File: config.mk
export PLATFORM = sky130hd
export DESIGN_NAME = sis_prob_unit
export DESIGN_NICKNAME = d
export VERILOG_FILES = /design/src/hw/rtl/sis_pkg.sv /design/src/hw/rtl/sis_prob_unit.sv
export SDC_FILE = /design/constraint.sdc
export NUM_CORES = 1
export LEC_CHECK = 0
export BUFFER_PORTS_ARGS = -buffer_cell sky130_fd_sc_hd__buf_2
export CAP_MARGIN = 15
export CORE_ASPECT_RATIO = 0.8
export CORE_MARGIN = 1
export CORE_UTILIZATION = 30
export CTS_BUF_LIST = sky130_fd_sc_hd__clkbuf_4 sky130_fd_sc_hd__clkbuf_8
export DETAILED_ROUTE_END_ITERATION = 16
export GPL_ROUTABILITY_DRIVEN = 1
export HOLD_SLACK_MARGIN = 0.05
export PLACE_DENSITY = 0.48
export SLEW_MARGIN = 0
export SYNTH_ARGS = -nofsm -noshare
export SYNTH_HDL_FRONTEND = slang
export SYNTH_SLANG_ARGS = --single-unit
File: constraint.sdc
create_clock -name clk -period 6.4 [get_ports clk]
set_input_delay 0.32 -clock clk [delete_from_list [all_inputs] [get_ports clk]]
set_output_delay 0.32 -clock clk [all_outputs]
set_load 0.01 [all_outputs]
File: src/hw/rtl/sis_pkg.sv
// ----------------------------------------------------------------------------
// SIS epidemic step package
// Shared widths, opcodes and status codes.
// ----------------------------------------------------------------------------
package sis_pkg;
	localparam int MAX_NODES_DEF = 64;
	localparam int PROB_BITS_DEF = 16;
	localparam int OPC_W   = 2;
	localparam int NODE_W  = 6;
	localparam int SAMP_W  = 16;
	localparam int CNT_W   = 7;
	localparam int EDGE_W  = 11;
	localparam int STAT_W  = 2;
	localparam int CFG_IDX_W = 2;
	localparam int CFG_DAT_W = 16;

	localparam logic [OPC_W-1:0] OP_INIT   = 2'd0;
	localparam logic [OPC_W-1:0] OP_ADD    = 2'd1;
	localparam logic [OPC_W-1:0] OP_EVAL   = 2'd2;
	localparam logic [OPC_W-1:0] OP_COMMIT = 2'd3;

	localparam logic [STAT_W-1:0] ST_OK    = 2'd0;
	localparam logic [STAT_W-1:0] ST_RANGE = 2'd1;
	localparam logic [STAT_W-1:0] ST_INIT  = 2'd2;

	localparam logic [CFG_IDX_W-1:0] REG_NODES = 2'd0;
	localparam logic [CFG_IDX_W-1:0] REG_INIT  = 2'd1;
	localparam logic [CFG_IDX_W-1:0] REG_BETA  = 2'd2;
	localparam logic [CFG_IDX_W-1:0] REG_DELTA = 2'd3;
endpackage

File: src/hw/rtl/sis_prob_unit.sv
// ----------------------------------------------------------------------------
// SIS probability unit
// Forms p = (1-beta)^k, one truncating multiply per cycle.
// ----------------------------------------------------------------------------
module sis_prob_unit #(
	parameter int PROB_BITS = sis_pkg::PROB_BITS_DEF,
	parameter int KW = 7
) (
	input  logic                 clk,
	input  logic                 arst_n,
	input  logic                 start,
	input  logic [KW-1:0]        k,
	input  logic [PROB_BITS-1:0] beta,
	output logic                 done,
	output logic [PROB_BITS:0]   p
);
	import sis_pkg::*;

	logic [PROB_BITS:0]   om;
	logic [KW-1:0]        left_q;
	logic                 busy_q;
	logic [PROB_BITS:0]   p_q;
	logic [2*PROB_BITS+1:0] prod;

	assign om   = {1'b1, {PROB_BITS{1'b0}}} - {1'b0, beta};
	assign prod = {{(PROB_BITS+1){1'b0}}, p_q} * {{(PROB_BITS+1){1'b0}}, om};

	always_ff @(posedge clk or negedge arst_n) begin
		if (!arst_n) begin
			busy_q <= 1'b0;
			left_q <= '0;
		end else if (start) begin
			busy_q <= 1'b1;
			left_q <= k;
		end else if (busy_q) begin
			if (left_q == '0 || beta == '0) begin
				busy_q <= 1'b0;
			end else begin
				left_q <= left_q - 1'b1;
			end
		end
	end

	always_ff @(posedge clk) begin
		if (start) begin
			p_q <= {1'b1, {PROB_BITS{1'b0}}};
		end else if (busy_q && left_q != '0 && beta != '0) begin
			p_q <= prod[2*PROB_BITS:PROB_BITS];
		end
	end

	assign done = busy_q && (left_q == '0 || beta == '0);
	assign p    = p_q;
endmodule

==> impl_metrics.env <==
export IMPL_startpoint_type="primary input"
export IMPL_worstPathMaxFanout=6
export IMPL_grt_max_degree=39
export IMPL_fillers=3598
export IMPL_totalWireLength_mm=31.0
export IMPL_drv_slew=0
export IMPL_hold_viol=0
export IMPL_worstPathRequired_ps=6580
export IMPL_antenna_cells=0
export IMPL_clock_path_buffers=2
export IMPL_grt_use_total_pct=18.2
export IMPL_grt_pass1_vias=9042
export IMPL_drt_initial_drc_count=418
export IMPL_dpl_hpwl_mm=26.0
export IMPL_first_pass_iters=5
export IMPL_drive_gt1_share_pct=21.6
export IMPL_antenna_found_initial=0
export IMPL_die_x_um=212
export IMPL_clock_latency_ps=270
export IMPL_htree_num_levels=1
export IMPL_worst_hold_slack_ps=246
export IMPL_skew_ps=6.89
export IMPL_cts_made_buffers=3
export IMPL_ys_async_sr_fraction_pct=32.0
export IMPL_cts_tree="built"
export IMPL_ys_seq_area_share_pct=5.10
export IMPL_setup_worst_path_end_class="flop"
export IMPL_finalCritPeriodShare_pct=106
export IMPL_crit_arrival_ps=6940
export IMPL_port_buffers=43
export IMPL_ys_flop_type="dfxtp_1"
export IMPL_syn_inst=1231
export IMPL_fmaxAchievable_mhz=148
export IMPL_area_growth_pct=23.4
export IMPL_pin_count=44
export IMPL_ys_seq_elements=25
export IMPL_fin_ws_ps=-364
export IMPL_synth_fp_nets=1583
export IMPL_syn_area_sq_um=10600
export IMPL_status="finished with violations"
export IMPL_grt_ovfl_total=0
export IMPL_hold_class="primary input to flop"
export IMPL_avgViaCountPerCell=4.53
export IMPL_setup_violations_final=17
export IMPL_synth_edf_count=0
export IMPL_fp_dieH_um=170
export IMPL_violations="negative setup slack"
export IMPL_maxCapViolations=0
export IMPL_rows=61
export IMPL_vias=8495
export IMPL_gp_congestion=0.880
export IMPL_setup_worst_path_class="primary input to flop"
export IMPL_yosysWarnings=0
export IMPL_root_buffer="clkbuf_8"
export IMPL_core_area_sq_um=34700
export IMPL_dieArea_sq_um=36100
export IMPL_synth_cell_types=62
export IMPL_grt_pass1_wl_mm=50.6
export IMPL_cts_sinks=25
export IMPL_avgSynthCellArea_sq_um=8.61
export IMPL_fin_tns_setup_ps=-4300
export IMPL_wire_per_inst_um=16.5
export IMPL_path_clk_slew_ps=100
export IMPL_slew_headroom_pct=40.1
export IMPL_nets=1758
export IMPL_final_antenna_net_count=0
export IMPL_drc_errors=0
export IMPL_start_util_pct=30.5
export IMPL_rsz0062_at_grt="true"
export IMPL_post_route_min_period_ps=6760
export IMPL_worstMarginPinSlew_ps=893
==> sequential cells by signal, summed over array words and instances (netlist names) <==
signal and count:
left_q 7, p 17, busy_q 1
==> worst paths after layout <==
path / slack, ps / depth (start not counted) / endpoint / startpoint
max reg2reg: 340 / 19 / p[13] / p[7]
max: -360 / 26 / p[13] / beta[1]
min reg2reg: 590 / 2 / left_q[6] / left_q[6]
min: 250 / 3 / left_q[1] / k[1]
max in group asynchronous: 5810 / 2 / left_q[3] / arst_n
min in group asynchronous: 410 / 2 / left_q[0] / arst_n
==> placed cells by master, fill, tap and decap left out, types with 4 or more instances in the layout <==
master    synthesis  final
xor2_1           12     12
ha_1            105     92
o21ai_0          21     14
or4_1             4      4
buf_6             2     10
o211ai_1          6      6
and3_1            8      7
inv_2             0      6
inv_1           280    274
a21oi_1          30     25
ha_4              0     10
or3_1             6      5
and2_1          117    117
a21o_1            8      8
dfxtp_1          17     17
nand3_1           8      7
buf_2             2     40
o21ai_2           0      5
nand2_1         204    200
a21oi_2           0      5
xnor2_2           0      5
nor2_1           19     17
nor3_1            8      6
buf_4             2    168
fa_1            221    216
nand4_1           9      9
fa_2              0      5
xnor2_1          20     14
dfrtp_1           8      8
==> per-stage QoR <==
step	utilization, %	instance area [sq um]	worst slack (ps)	cells
floorplan	-	10700	-425	1231
global placement	35.9	12500	-923	1854
detailed placement	35.9	12500	-963	1854
CTS	37.0	12800	-359	1866
global route	37.6	13100	-597	1877
finish	37.6	13100	-364	1877
==> repair_timing <==
item | CTS | global route
setup endpoints to repair | 17 | 17
pin swaps | 33 | 20
gates resized for setup | 54 | 31
endpoints found under the hold margin | 8 | 0
buffers inserted | 7 | 11
hold buffers | 1 | 0
==> metal layers <==
layer	vias up	routed length [um]	global-route usage [%]
met5	-	0	0
met4	0	369	2.77
met3	14	1460	2.34
met2	162	13700	28.3
met1	4256	15400	27.1
li1	4063	-	-
==> cells by family after synthesis <==
group,Yosys count,synth area share [%]
xor+xnor,32,2.65
compound gates,103,6.38
buf+inv,332,12.0
fa+ha+maj,326,54.2
simple gates,411,19.5
flops,25,5.10
mux,2,0.189
==> Yosys cell counts, types with 4 or more instances <==
cell type / count / share of area [%]
dfrtp_1: 8 / 1.9
xor2_1: 12 / 0.99
nor2_1: 19 / 0.67
o21ai_0: 21 / 0.99
a21oi_1: 30 / 1.4
nand2_1: 204 / 7.2
or3_1: 6 / 0.35
o211ai_1: 6 / 0.43
clkbuf_1: 46 / 1.6
nand3_1: 8 / 0.38
and2_1: 117 / 6.9
a21o_1: 8 / 0.57
and3_1: 8 / 0.47
inv_1: 280 / 9.9
a211oi_1: 5 / 0.35
a31oi_1: 5 / 0.30
xnor2_1: 20 / 1.7
dfxtp_1: 17 / 3.2
nand4_1: 9 / 0.53
or4_1: 4 / 0.28
ha_1: 105 / 12
fa_1: 221 / 42
nor3_1: 8 / 0.38
==> cell type report <==
| class | instances | area [sq um] | area share (%) |
|---|---|---|---|
| repair buffers | 222 | 1640 | 12.6 |
| multi-input cells | 874 | 9200 | 70.4 |
| inverters | 280 | 1050 | 8.04 |
| clock inverters | 1 | 5.00 | 0.0383 |
| clock buffers | 3 | 41.3 | 0.316 |
| flip-flops and latches | 25 | 541 | 4.13 |
| well taps | 472 | 591 | 4.52 |
==> critical path: stages <==
cell	delay [ps]
buf_6	100
or3_4	370
or4_4	460
nor4_4	240
nand2b_4	120
nor4_4	190
xnor2_2	170
and2_1	200
fa_1	470
inv_1	50
fa_1	540
inv_1	50
fa_1	480
fa_2	550
fa_1	420
fa_1	560
ha_4	220
and3_4	170
and4_1	190
a22oi_2	200
nand4_1	140
buf_6	160
buf_4	130
a31oi_4	130
xnor2_1	80
a22o_1	190
Power is not shown: default switching activity piles up to over one toggle a cycle in this logic, so the estimate is an artifact.
